<file path="config.mk">
export PLATFORM = sky130hd
export DESIGN_NAME = integer_to_ascii_formatter_unit
export DESIGN_NICKNAME = d
export VERILOG_FILES = /design/src/rtl/itoa_pkg.sv /design/src/rtl/integer_to_ascii_formatter_unit.sv /design/src/rtl/itoa_front.sv /design/src/rtl/itoa_queue.sv /design/src/rtl/itoa_back.sv
export SDC_FILE = /design/constraint.sdc
export NUM_CORES = 1
export LEC_CHECK = 0
export BUFFER_PORTS_ARGS = -buffer_cell sky130_fd_sc_hd__buf_2
export CAP_MARGIN = 20
export CORE_ASPECT_RATIO = 1.5
export CORE_MARGIN = 3
export CORE_UTILIZATION = 50
export CTS_BUF_LIST = sky130_fd_sc_hd__clkbuf_8 sky130_fd_sc_hd__clkbuf_16
export DETAILED_ROUTE_END_ITERATION = 8
export GPL_TIMING_DRIVEN = 0
export PLACE_DENSITY = 0.67
export SLEW_MARGIN = 20
export SYNTH_ARGS = -nofsm -noshare
export SYNTH_HDL_FRONTEND = slang
export SYNTH_HIERARCHICAL = 1
export SYNTH_SLANG_ARGS = --single-unit
</file>
<file path="constraint.sdc">
create_clock -name clock -period 8.05 [get_ports clock]
set_input_delay 0.4025 -clock clock [delete_from_list [all_inputs] [get_ports clock]]
set_output_delay 0.4025 -clock clock [all_outputs]
set_load 0.01 [all_outputs]
</file>
<file path="src/rtl/itoa_pkg.sv">
// Shared types, constants and helpers of the integer to ASCII formatter.
// No dependencies; every other file of the block refers to this package.
`default_nettype none

package itoa_pkg;

   // Format select codes carried in the request tuser bit.
   localparam logic OP_HEX = 1'b0;
   localparam logic OP_DEC = 1'b1;

   localparam int VALUE_WIDTH  = 32;
   localparam int CHAR_WIDTH   = 8;
   localparam int DIGIT_COUNT  = 10;
   localparam int NIBBLE_WIDTH = 4;
   localparam int POS_WIDTH    = 4;

   // Default depth of the queue between the front and the back.
   localparam int QUEUE_DEPTH_DEFAULT = 2;

   localparam logic [CHAR_WIDTH-1:0] CHAR_ZERO = 8'h30;
   localparam logic [CHAR_WIDTH-1:0] CHAR_X    = 8'h78;
   localparam logic [CHAR_WIDTH-1:0] CHAR_A    = 8'h41;

   localparam logic [NIBBLE_WIDTH-1:0] DEC_BASE     = 4'd10;
   localparam logic [NIBBLE_WIDTH-1:0] DIGIT_MAX    = 4'd9;
   localparam logic [NIBBLE_WIDTH-1:0] DABBLE_LIMIT = 4'd5;
   localparam logic [NIBBLE_WIDTH-1:0] DABBLE_ADD   = 4'd3;

   // Character positions of a hexadecimal run: "0", "x", then eight digits.
   localparam logic [POS_WIDTH-1:0] HEX_POS_ZERO = 4'd0;
   localparam logic [POS_WIDTH-1:0] HEX_POS_X    = 4'd1;
   localparam logic [POS_WIDTH-1:0] HEX_POS_LAST = 4'd9;

   typedef logic [DIGIT_COUNT-1:0][NIBBLE_WIDTH-1:0] itoa_digits_type;

   // One queued number: its format and its ten nibbles (hex value or BCD).
   typedef struct packed {
      logic            mode;
      itoa_digits_type digits;
   } itoa_entry_type;

   function automatic logic [CHAR_WIDTH-1:0] nibble_to_ascii(
      input logic [NIBBLE_WIDTH-1:0] nib
   );
      logic [CHAR_WIDTH-1:0] wide;
      wide = {{(CHAR_WIDTH-NIBBLE_WIDTH){1'b0}}, nib};
      if (nib > DIGIT_MAX) begin
         return CHAR_A + wide - {{(CHAR_WIDTH-NIBBLE_WIDTH){1'b0}}, DEC_BASE};
      end
      return CHAR_ZERO + wide;
   endfunction

endpackage

`default_nettype wire

</file>
<file path="src/rtl/integer_to_ascii_formatter_unit.sv">
// Top level of the integer to ASCII formatter: front end, queue, back end.
// Depends on itoa_pkg, itoa_front, itoa_queue and itoa_back.
//
// Each request item carries a 32-bit value in tdata and the format in tuser
// (0 hexadecimal with a "0x" prefix and eight upper-case digits, 1 unsigned
// decimal with no leading zeros). The block answers with one response item
// per ASCII character, most significant first, tlast set on the final one;
// a hex number gives ten characters, a decimal number one to ten. A hex
// request passes the front end with no conversion; a decimal request
// occupies it while the binary to BCD loop runs, which handles one bit per
// cycle. The back end loads each number from the queue, then emits one
// character per cycle while the consumer accepts them. The queue lets the
// next number convert while the previous one is still being sent.
`default_nettype none

module integer_to_ascii_formatter_unit #(
   parameter int QUEUE_DEPTH = itoa_pkg::QUEUE_DEPTH_DEFAULT
) (
   input  wire logic        clock,
   input  wire logic        reset,
   input  wire logic        req_tvalid,
   output logic             req_tready,
   input  wire logic [31:0] req_tdata,   // [31:0] value
   input  wire logic        req_tuser,   // [0] opcode
   output logic             rsp_tvalid,
   input  wire logic        rsp_tready,
   output logic [7:0]       rsp_tdata,   // [7:0] character
   output logic             rsp_tlast
);

   logic                     push_valid, push_ready;
   logic                     pop_valid, pop_ready;
   itoa_pkg::itoa_entry_type push_entry, pop_entry;

   itoa_front u_front (
      .clock      (clock),
      .reset      (reset),
      .req_valid  (req_tvalid),
      .req_ready  (req_tready),
      .req_mode   (req_tuser),
      .req_value  (req_tdata),
      .push_valid (push_valid),
      .push_ready (push_ready),
      .push_entry (push_entry)
   );

   itoa_queue #(
      .DEPTH (QUEUE_DEPTH)
   ) u_queue (
      .clock      (clock),
      .reset      (reset),
      .push_valid (push_valid),
      .push_ready (push_ready),
      .push_entry (push_entry),
      .pop_valid  (pop_valid),
      .pop_ready  (pop_ready),
      .pop_entry  (pop_entry)
   );

   itoa_back u_back (
      .clock     (clock),
      .reset     (reset),
      .pop_valid (pop_valid),
      .pop_ready (pop_ready),
      .pop_entry (pop_entry),
      .out_valid (rsp_tvalid),
      .out_ready (rsp_tready),
      .out_char  (rsp_tdata),
      .out_last  (rsp_tlast)
   );

endmodule

`default_nettype wire

</file>
<file path="src/rtl/itoa_front.sv">
// Front end: accepts a number, converts decimal requests to BCD by a
// shift-and-add-3 loop, one bit per cycle, and pushes the entry to the queue.
// Depends on itoa_pkg.
`default_nettype none

module itoa_front (
   input  wire logic                              clock,
   input  wire logic                              reset,
   input  wire logic                              req_valid,
   output logic                                   req_ready,
   input  wire logic                              req_mode,
   input  wire logic [itoa_pkg::VALUE_WIDTH-1:0]  req_value,
   output logic                                   push_valid,
   input  wire logic                              push_ready,
   output itoa_pkg::itoa_entry_type               push_entry
);

   localparam logic [1:0] ST_IDLE = 2'd0;
   localparam logic [1:0] ST_CONV = 2'd1;
   localparam logic [1:0] ST_PUSH = 2'd2;

   localparam int CNT_WIDTH = $clog2(itoa_pkg::VALUE_WIDTH);
   localparam logic [CNT_WIDTH-1:0] CNT_LAST = CNT_WIDTH'(itoa_pkg::VALUE_WIDTH - 1);
   localparam int PAD_WIDTH =
      itoa_pkg::DIGIT_COUNT * itoa_pkg::NIBBLE_WIDTH - itoa_pkg::VALUE_WIDTH;

   logic [1:0]                       state_ff, state_in;
   logic [CNT_WIDTH-1:0]             cnt_ff, cnt_in;
   logic                             mode_ff, mode_in;
   logic [itoa_pkg::VALUE_WIDTH-1:0] bin_ff, bin_in;
   itoa_pkg::itoa_digits_type        bcd_ff, bcd_in;
   itoa_pkg::itoa_digits_type        bcd_adj;

   assign req_ready        = (state_ff == ST_IDLE);
   assign push_valid       = (state_ff == ST_PUSH);
   assign push_entry.mode  = mode_ff;
   assign push_entry.digits = bcd_ff;

   always_comb begin
      for (int i = 0; i < itoa_pkg::DIGIT_COUNT; i++) begin
         bcd_adj[i] = (bcd_ff[i] >= itoa_pkg::DABBLE_LIMIT) ?
                      bcd_ff[i] + itoa_pkg::DABBLE_ADD : bcd_ff[i];
      end
   end

   always_comb begin
      state_in = state_ff;
      cnt_in   = cnt_ff;
      mode_in  = mode_ff;
      bin_in   = bin_ff;
      bcd_in   = bcd_ff;
      case (state_ff)
         ST_IDLE: begin
            if (req_valid) begin
               mode_in = req_mode;
               cnt_in  = '0;
               if (req_mode == itoa_pkg::OP_HEX) begin
                  // Hex needs no conversion: the value goes out nibble by nibble.
                  bcd_in   = itoa_pkg::itoa_digits_type'({{PAD_WIDTH{1'b0}}, req_value});
                  state_in = ST_PUSH;
               end else begin
                  bin_in   = req_value;
                  bcd_in   = '0;
                  state_in = ST_CONV;
               end
            end
         end
         ST_CONV: begin
            // The top digit of a 32-bit value never exceeds 4, so the bit
            // shifted out of the BCD word is always zero.
            {bcd_in, bin_in} = {bcd_adj, bin_ff} << 1;
            cnt_in = cnt_ff + 1'b1;
            if (cnt_ff == CNT_LAST) begin
               state_in = ST_PUSH;
            end
         end
         ST_PUSH: begin
            if (push_ready) begin
               state_in = ST_IDLE;
            end
         end
         default: begin
            state_in = ST_IDLE;
         end
      endcase
   end

   always_ff @(posedge clock) begin
      if (reset) begin
         state_ff <= ST_IDLE;
      end else begin
         state_ff <= state_in;
      end
      cnt_ff  <= cnt_in;
      mode_ff <= mode_in;
      bin_ff  <= bin_in;
      bcd_ff  <= bcd_in;
   end

endmodule

`default_nettype wire

</file>
<file path="src/rtl/itoa_queue.sv">
// Short first-in first-out queue of formatted-number entries that decouples
// the converting front end from the character emitter. Depends on itoa_pkg.
`default_nettype none

module itoa_queue #(
   parameter int DEPTH = itoa_pkg::QUEUE_DEPTH_DEFAULT
) (
   input  wire logic                       clock,
   input  wire logic                       reset,
   input  wire logic                       push_valid,
   output logic                            push_ready,
   input  wire itoa_pkg::itoa_entry_type   push_entry,
   output logic                            pop_valid,
   input  wire logic                       pop_ready,
   output itoa_pkg::itoa_entry_type        pop_entry
);

   localparam int PTR_WIDTH = (DEPTH > 1) ? $clog2(DEPTH) : 1;
   localparam int CNT_WIDTH = $clog2(DEPTH + 1);
   localparam logic [PTR_WIDTH-1:0] PTR_LAST = PTR_WIDTH'(DEPTH - 1);
   localparam logic [CNT_WIDTH-1:0] CNT_FULL = CNT_WIDTH'(DEPTH);

   itoa_pkg::itoa_entry_type entries_ff [DEPTH];
   logic [PTR_WIDTH-1:0]     wr_ptr_ff, wr_ptr_in;
   logic [PTR_WIDTH-1:0]     rd_ptr_ff, rd_ptr_in;
   logic [CNT_WIDTH-1:0]     count_ff, count_in;
   logic                     do_push, do_pop;

   assign push_ready = (count_ff != CNT_FULL);
   assign pop_valid  = (count_ff != '0);
   assign pop_entry  = entries_ff[rd_ptr_ff];
   assign do_push    = push_valid && push_ready;
   assign do_pop     = pop_valid && pop_ready;

   always_comb begin
      wr_ptr_in = wr_ptr_ff;
      rd_ptr_in = rd_ptr_ff;
      count_in  = count_ff;
      if (do_push) begin
         wr_ptr_in = (wr_ptr_ff == PTR_LAST) ? '0 : wr_ptr_ff + 1'b1;
      end
      if (do_pop) begin
         rd_ptr_in = (rd_ptr_ff == PTR_LAST) ? '0 : rd_ptr_ff + 1'b1;
      end
      if (do_push && !do_pop) begin
         count_in = count_ff + 1'b1;
      end else if (do_pop && !do_push) begin
         count_in = count_ff - 1'b1;
      end
   end

   always_ff @(posedge clock) begin
      if (reset) begin
         wr_ptr_ff <= '0;
         rd_ptr_ff <= '0;
         count_ff  <= '0;
      end else begin
         wr_ptr_ff <= wr_ptr_in;
         rd_ptr_ff <= rd_ptr_in;
         count_ff  <= count_in;
      end
      if (do_push) begin
         entries_ff[wr_ptr_ff] <= push_entry;
      end
   end

endmodule

`default_nettype wire

</file>
<file path="src/rtl/itoa_back.sv">
// Back end: takes one queued entry at a time and emits its characters, one per
// cycle unless stalled, through a registered output stage. Depends on itoa_pkg.
`default_nettype none

module itoa_back (
   input  wire logic                               clock,
   input  wire logic                               reset,
   input  wire logic                               pop_valid,
   output logic                                    pop_ready,
   input  wire itoa_pkg::itoa_entry_type           pop_entry,
   output logic                                    out_valid,
   input  wire logic                               out_ready,
   output logic [itoa_pkg::CHAR_WIDTH-1:0]         out_char,
   output logic                                    out_last
);

   logic                                 active_ff, active_in;
   logic                                 mode_ff, mode_in;
   itoa_pkg::itoa_digits_type            digits_ff, digits_in;
   logic [itoa_pkg::POS_WIDTH-1:0]       pos_ff, pos_in;
   logic                                 valid_ff, valid_in;
   logic [itoa_pkg::CHAR_WIDTH-1:0]      char_ff, char_in;
   logic                                 last_ff, last_in;

   logic [itoa_pkg::POS_WIDTH-1:0]       top_pos;
   logic [itoa_pkg::POS_WIDTH-1:0]       hex_idx;
   logic [itoa_pkg::CHAR_WIDTH-1:0]      cur_char;
   logic                                 cur_last;
   logic                                 out_free, emit;

   assign out_valid = valid_ff;
   assign out_char  = char_ff;
   assign out_last  = last_ff;
   assign pop_ready = !active_ff;
   assign out_free  = !valid_ff || out_ready;
   assign emit      = active_ff && out_free;
   assign hex_idx   = itoa_pkg::HEX_POS_LAST - pos_ff;

   // Most significant nonzero decimal digit; zero yields position zero.
   always_comb begin
      top_pos = '0;
      for (int i = 1; i < itoa_pkg::DIGIT_COUNT; i++) begin
         if (pop_entry.digits[i] != '0) begin
            top_pos = itoa_pkg::POS_WIDTH'(i);
         end
      end
   end

   always_comb begin
      if (mode_ff == itoa_pkg::OP_HEX) begin
         if (pos_ff == itoa_pkg::HEX_POS_ZERO) begin
            cur_char = itoa_pkg::CHAR_ZERO;
         end else if (pos_ff == itoa_pkg::HEX_POS_X) begin
            cur_char = itoa_pkg::CHAR_X;
         end else begin
            cur_char = itoa_pkg::nibble_to_ascii(digits_ff[hex_idx]);
         end
         cur_last = (pos_ff == itoa_pkg::HEX_POS_LAST);
      end else begin
         cur_char = itoa_pkg::nibble_to_ascii(digits_ff[pos_ff]);
         cur_last = (pos_ff == '0);
      end
   end

   always_comb begin
      active_in = active_ff;
      mode_in   = mode_ff;
      digits_in = digits_ff;
      pos_in    = pos_ff;
      char_in   = char_ff;
      last_in   = last_ff;
      valid_in  = valid_ff && !out_ready;
      if (!active_ff) begin
         if (pop_valid) begin
            active_in = 1'b1;
            mode_in   = pop_entry.mode;
            digits_in = pop_entry.digits;
            pos_in    = (pop_entry.mode == itoa_pkg::OP_HEX) ?
                        itoa_pkg::HEX_POS_ZERO : top_pos;
         end
      end else if (emit) begin
         valid_in = 1'b1;
         char_in  = cur_char;
         last_in  = cur_last;
         // Hex counts up through its ten positions, decimal counts down to digit zero.
         pos_in   = (mode_ff == itoa_pkg::OP_HEX) ? pos_ff + 1'b1 : pos_ff - 1'b1;
         if (cur_last) begin
            active_in = 1'b0;
         end
      end
   end

   always_ff @(posedge clock) begin
      if (reset) begin
         active_ff <= 1'b0;
         valid_ff  <= 1'b0;
      end else begin
         active_ff <= active_in;
         valid_ff  <= valid_in;
      end
      mode_ff   <= mode_in;
      digits_ff <= digits_in;
      pos_ff    <= pos_in;
      char_ff   <= char_in;
      last_ff   <= last_in;
   end

endmodule

`default_nettype wire

</file>
Yosys cells after proc, flatten, opt, wreduce, memory -nomap -nowiden:

Memories as Yosys holds them, arrays and structs flattened. A register that Yosys moved wholly into a read port is not among the register bits.
Cells that the tools add are included.

* register bits: 140
* memory bits (writable): 82
* input bits: 37
* output and inout bits: 11
* word-level logic and storage cells: 187
* memories: 1

Memory list
* u_queue.entries_ff: words 2, bits a word 41, rd ports 1, clocked after Yosys merged registers in 1, wr ports 1, line itoa_queue.sv:23 `itoa_pkg::itoa_entry_type entries_ff [DEPTH];`

* add/sub/neg operators: 24
* magnitude comparators: 14
* eq/ne operators: 11
* mux-type cells: 69
* bitwise gates (word level): 1
* reductions and logical operators: 34

Operators by type and width (number)
* two-way mux 32 bit: 3
* one-hot mux 40 bit (2 select lines): 1
* two-way mux 4 bit: 18
* one-hot mux 32 bit (2 select lines): 1
* two-way mux 8 bit: 7
* >= comparator 4 x 3 -> 1 bit, second input constant: 10
* two-way mux 40 bit: 1
* adder 4 x 2 -> 4 bit, second input constant: 9
* nonzero test 4 bit: 9
* binary-select mux 4 bit (select 4 bit): 2
* two-way mux 1 bit: 20
* adder 7 x 4 -> 8 bit, first input constant: 2
* two-way mux 2 bit: 8
* subtractor 8 x 4 -> 8 bit, second input constant: 2
* two-way mux 3 bit: 5
* adder 6 x 4 -> 7 bit, first input constant: 2
* < comparator 4 x 5 -> 1 bit, second input constant: 2
* one-hot mux 5 bit (2 select lines): 1
* AND reduction 2 bit: 5
* greater-than comparator 4 bit, second input constant: 2
* != test 2 bit, second input constant: 4
* nonzero test 2 bit: 4
* logical AND 1 bit: 6
* one-hot mux 2 bit (3 select lines): 1
* 21 further kinds: 28

Longest topological paths before layout:

* depth in word-level cells: 13
* depth in mapped cells: 12
* gate-level depth less buffers: 11

Modules after synthesis:

Netlist, hierarchy kept.

By module, submodules not included
* itoa_front: times used 1, cells an instance 462, area an instance 4595.7 µm², seq. area each 2382.3 µm²
* itoa_queue: times used 1, cells an instance 152, area an instance 3171.8 µm², seq. area each 2562.5 µm²
* itoa_back: times used 1, cells an instance 233, area an instance 3055.4 µm², seq. area each 1631.6 µm²

Worst setup path before layout:

OpenSTA, ideal clock, no wires.

* path kind: reg-to-reg
* start: reg u_front.state_ff[1]
* end: reg u_front/bin_ff[0] (netlist bit) (enable)
* library setup time: 0.461 ns
* arrival: 2.770 ns
* data required time: 7.589 ns
* slack: 4.819 ns
* cell stages (with the launch flop): 3
* buffers on the path: 1
* period minus slack after synthesis: 3.231 ns
* cells stage by stage: dfxtp_1 -> buf_2 -> nor3_1

* longest elaborated chain between the ends: 3
* elaborated cells between the ends (all ways): 6
* those cells by class: eq/ne (3); reduce/logical (3)

Ends and longest elaborated chain
* from (decl): line itoa_front.sv:27 `logic [1:0] state_ff, state_in;`
* from (signal assigned): line itoa_front.sv:92 `state_ff <= state_in;`
* logical NOT 2 bit or == test 2 x 1 -> 1 bit (tied branches): line itoa_front.sv:52 `case (state_ff)`
* != test 2 x 1 -> 1 bit (no line) (tied with other cells)
* AND reduction 3 bit (no line) (*)
* to (signal assigned): line itoa_front.sv:96 `bin_ff <= bin_in;`
* to (decl): line itoa_front.sv:30 `logic [itoa_pkg::VALUE_WIDTH-1:0] bin_ff, bin_in;`

Mark *: on every way between the ends. The rest lies on a longest branch, timed or not.
A chain may end at the register's enable or synchronous reset.

Worst setup path after layout:

* start: reg u_back/pos_ff[2] (netlist bit)
* end: reg u_back.char_ff, in the netlist u_back/out_char[1] (data pin)

* longest elaborated chain between the ends: 12
* elaborated cells between the ends (all ways): 28
* those cells by class: add/sub (7); order compare (2); eq/ne (1); mux (17); reduce/logical (1)

Ends and longest elaborated chain
* from (decl): line itoa_back.sv:20 `logic [itoa_pkg::POS_WIDTH-1:0] pos_ff, pos_in;`
* from (signal assigned): line itoa_back.sv:103 `pos_ff <= pos_in;`
* parallel branches: the longest is 11 deep, another holds adder 7 x 4 -> 8 bit
* two-way mux 8 bit (*): line itoa_back.sv:50 `if (mode_ff == itoa_pkg::OP_HEX) begin`
* via u_back.cur_char, one bit: line itoa_back.sv:27 `logic [itoa_pkg::CHAR_WIDTH-1:0] cur_char;`
* to (signal assigned): line itoa_back.sv:104 `char_ff <= char_in;`
* to (decl): line itoa_back.sv:22 `logic [itoa_pkg::CHAR_WIDTH-1:0] char_ff, char_in;`

Mark *: on every way through the listed nets, which the timed path passes. The select of a mux whose other input is x is not followed.

==> flow_metrics.env <==
export IMPL_outcome="complete, no violations"
export IMPL_cp_start_kind="flop"
export IMPL_synth_fp_nets=917
export IMPL_critical_path_max_stage_delay_ps=420
export IMPL_grt_antenna_before_repair=0
export IMPL_maxClockFrequency_mhz=285.8
export IMPL_grt_max_degree=34
export IMPL_port_buffers=46
export IMPL_place_area_sq_mm=0.01155
export IMPL_avgSynthCellArea_sq_um=12.78
export IMPL_netlist_instances=847
export IMPL_clockBufferDepth=3
export IMPL_fin_setup_tns_ps=0
export IMPL_hold_violations=0
export IMPL_die_y_um=186.2
export IMPL_crit_chain="clkbuf_1, inv_1, ha_1, clkbuf_1, nor3_1, a211oi_2, inv_1, ha_1, o21a_1, a21boi_1, mux2i_1, a22o_1"
export IMPL_regToRegSetupSlack_ps=4550
export IMPL_synth_area_sq_mm=0.01082
export IMPL_cp_top_family="compound AO/OA/AOI/OAI gates"
export IMPL_setup_ws_ps=4551
export IMPL_final_antenna_net_count=0
export IMPL_power_leakage_nw=4.558
export IMPL_synth_seq_cells=222
export IMPL_dieArea_sq_mm=0.02348
export IMPL_dp_cells=1169
export IMPL_whs_ps=123.3
export IMPL_yosys_top_cells_area="edfxtp_1, nand2_1, mux2_2, ha_1, mux2i_1"
export IMPL_fin_cells=1208
export IMPL_finalNetCount=995
export IMPL_cap_violations=0
export IMPL_syn_to_final_growth_pct=12.80
export IMPL_critical_path_arrival_ps=3750
export IMPL_tightestPinTransition_ps=697.0
export IMPL_post_dp_hpwl_mm=17.55
export IMPL_yosysSeqAreaShare=0.6076
export IMPL_critical_path_max_fanout=10
export IMPL_synth_edf_count=213
export IMPL_relSlewSlack=0.5311
export IMPL_route_final_wire_length_mm=23.41
export IMPL_drive_above_1_share=0.1968
export IMPL_grt_pass1_vias=7116
export IMPL_cts_root_buf="clkbuf_16"
export IMPL_finalSetupViolCount=0
export IMPL_vias=6914
export IMPL_netlist_cell_type_count=65
export IMPL_drt_iter0_markers=463
export IMPL_hold_buffers=0
export IMPL_async_flop_share=0
export IMPL_grt_pass1_wl_mm=37.52
export IMPL_drtPass1Iterations=4
export IMPL_ios=48
export IMPL_cts_tree="done"
export IMPL_final_util=0.5773
export IMPL_diodes=0
export IMPL_layout_min_cycle_time_ps=3499
export IMPL_crit_type="reg2reg"
export IMPL_wl_per_cell_um=19.38
export IMPL_path_buf_inv=4
export IMPL_rows=65
export IMPL_h_tree_depth=1
export IMPL_die_w_um=126.1
export IMPL_synth_warnings=6
export IMPL_fin_worst_skew_ps=13.50
export IMPL_ys_flop_type="edfxtp_1"
export IMPL_fin_area_sq_mm=0.01221
export IMPL_fin_crit_sh=0.4347
export IMPL_power_density_mw_per_mm2=328.0
export IMPL_clk_pin_slew_worst_paths_ps=60
export IMPL_min_path_type="in2reg"
export IMPL_overflow=0
export IMPL_vias_per_cell=5.724
export IMPL_vdd_drop_max_v=0.0001667
export IMPL_pre_cts_ws_ps=4592
export IMPL_rsz0062_at_grt="no"
export IMPL_cp_end_kind="flop"
export IMPL_crit_path_top_delay_cell="a211oi_2"
export IMPL_p_total_mw=4.004
export IMPL_slew_viol_final=0
export IMPL_clk_latency_ps=500
export IMPL_place_congestion=0.8703
export IMPL_cp_required_ps=8300
export IMPL_cts_made_buffers=22
export IMPL_synth_largest_area_cell="edfxtp_1"
export IMPL_drcViolationCount=0
export IMPL_core_area_sq_mm=0.02115
export IMPL_clkSinkCount=222
export IMPL_initial_utilization=0.5118
export IMPL_grt_usage=0.2015
export IMPL_cts_setup_buffers=0
export IMPL_synth_top_area_share=0.5910
export IMPL_post_cts_resized=0
## final cells by class
cell class	count	area [sq um]
clock buffers	24	589.3
inverters	30	112.6
multi-input cells	555	3914
plain buffers	40	241.5
flip-flops and latches	222	6576
repair buffers	54	367.9
clock inverters	15	71.32
well taps	268	335.3
fillers	1791	8937
## cell families (layout without fill, tap and decap cells)
| group | count (synthesis) | count (layout) | share of synthesized area |
|---|---|---|---|
| other cells | 1 | 1 | 0.0003465 |
| fa+ha+maj | 33 | 33 | 0.03815 |
| mux | 77 | 77 | 0.08763 |
| compound gates | 129 | 129 | 0.08428 |
| xor+xnor | 13 | 13 | 0.01052 |
| simple gates | 302 | 302 | 0.1387 |
| buf+inv | 70 | 163 | 0.03272 |
| flops | 222 | 222 | 0.6076 |
## per-layer routing
metal  share of wire  routed length (um)  global-route usage  vias to the layer above
met5               0                   0                   0                        -
met4           0.053                1252              0.1116                        0
met3           0.035                 827             0.01629                       73
met2            0.54               12550              0.3818                      196
met1            0.38                8781              0.2227                     3300
li1                -                   -                   -                     3345
## placed cells by master (no fill, tap or decap), drive strengths merged, types with 21 or more instances in the layout
cell type,Yosys,layout
a21oi,21,21
buf,34,88
clkbuf,6,30
edfxtp,213,213
ha,33,33
inv,30,37
mux2,46,46
mux2i,22,22
nand2,138,138
nand3,31,31
nor2,25,25
o21ai,35,35
## worst paths after layout
check / startpoint / to / depth (start not counted)
setup / recovery: u_back/pos_ff[2]$_DFFE_PP_ / u_back/out_char[1]$_DFFE_PP_ / 12
hold / removal: req_tuser / u_front/mode_ff$_DFFE_PP_ / 1
setup reg to reg: u_back/pos_ff[2]$_DFFE_PP_ / u_back/out_char[1]$_DFFE_PP_ / 12
hold reg to reg: u_queue/rd_ptr_ff$_SDFFE_PP0P_ / u_queue/rd_ptr_ff$_SDFFE_PP0P_ / 2
## cells in the mapped netlist (6+ instances only)
cell	instances
edfxtp_1	213
clkbuf_1	6
a311o_1	7
nor2b_1	12
dfxtp_1	9
and2_1	8
ha_1	33
o21ai_0	33
xor2_1	8
a211oi_1	10
o31ai_1	11
mux2i_1	22
nand3_1	31
nand4_1	8
nor4_1	17
nand2_1	138
a31oi_1	9
buf_2	22
inv_1	30
nor4bb_1	8
nor2_1	25
nor3_1	6
nor3b_1	10
a21oi_1	21
and3_1	11
nand2b_1	14
mux2_2	43
mux4_2	7
buf_6	6
a2111o_1	8
## power breakdown
part | internal (mW) | total [mW] | switching, mW | leakage (nW)
combinational | 0.596 | 1.36 | 0.767 | 2.12
clock | 0.524 | 0.930 | 0.406 | 0.345
sequential | 1.56 | 1.71 | 0.146 | 2.09
total | 2.69 | 4.00 | 1.32 | 4.56
## sequential cells by signal, summed over array words and instances (netlist names), named ones only
name,count
u_queue/entries_ff,82
u_back/digits_ff,40
u_front/push_entry,40
u_front/bin_ff,32
u_back/out_char,7
u_front/cnt_ff,5
u_back/pos_ff,4
u_front/state_ff,2
u_queue/count_ff,2
u_back/active_ff,1
u_back/mode_ff,1
u_back/out_last,1
u_back/out_valid,1
u_front/mode_ff,1
u_queue/rd_ptr_ff,1
u_queue/wr_ptr_ff,1
No activity file was read; power rests on OpenSTA's default activity.
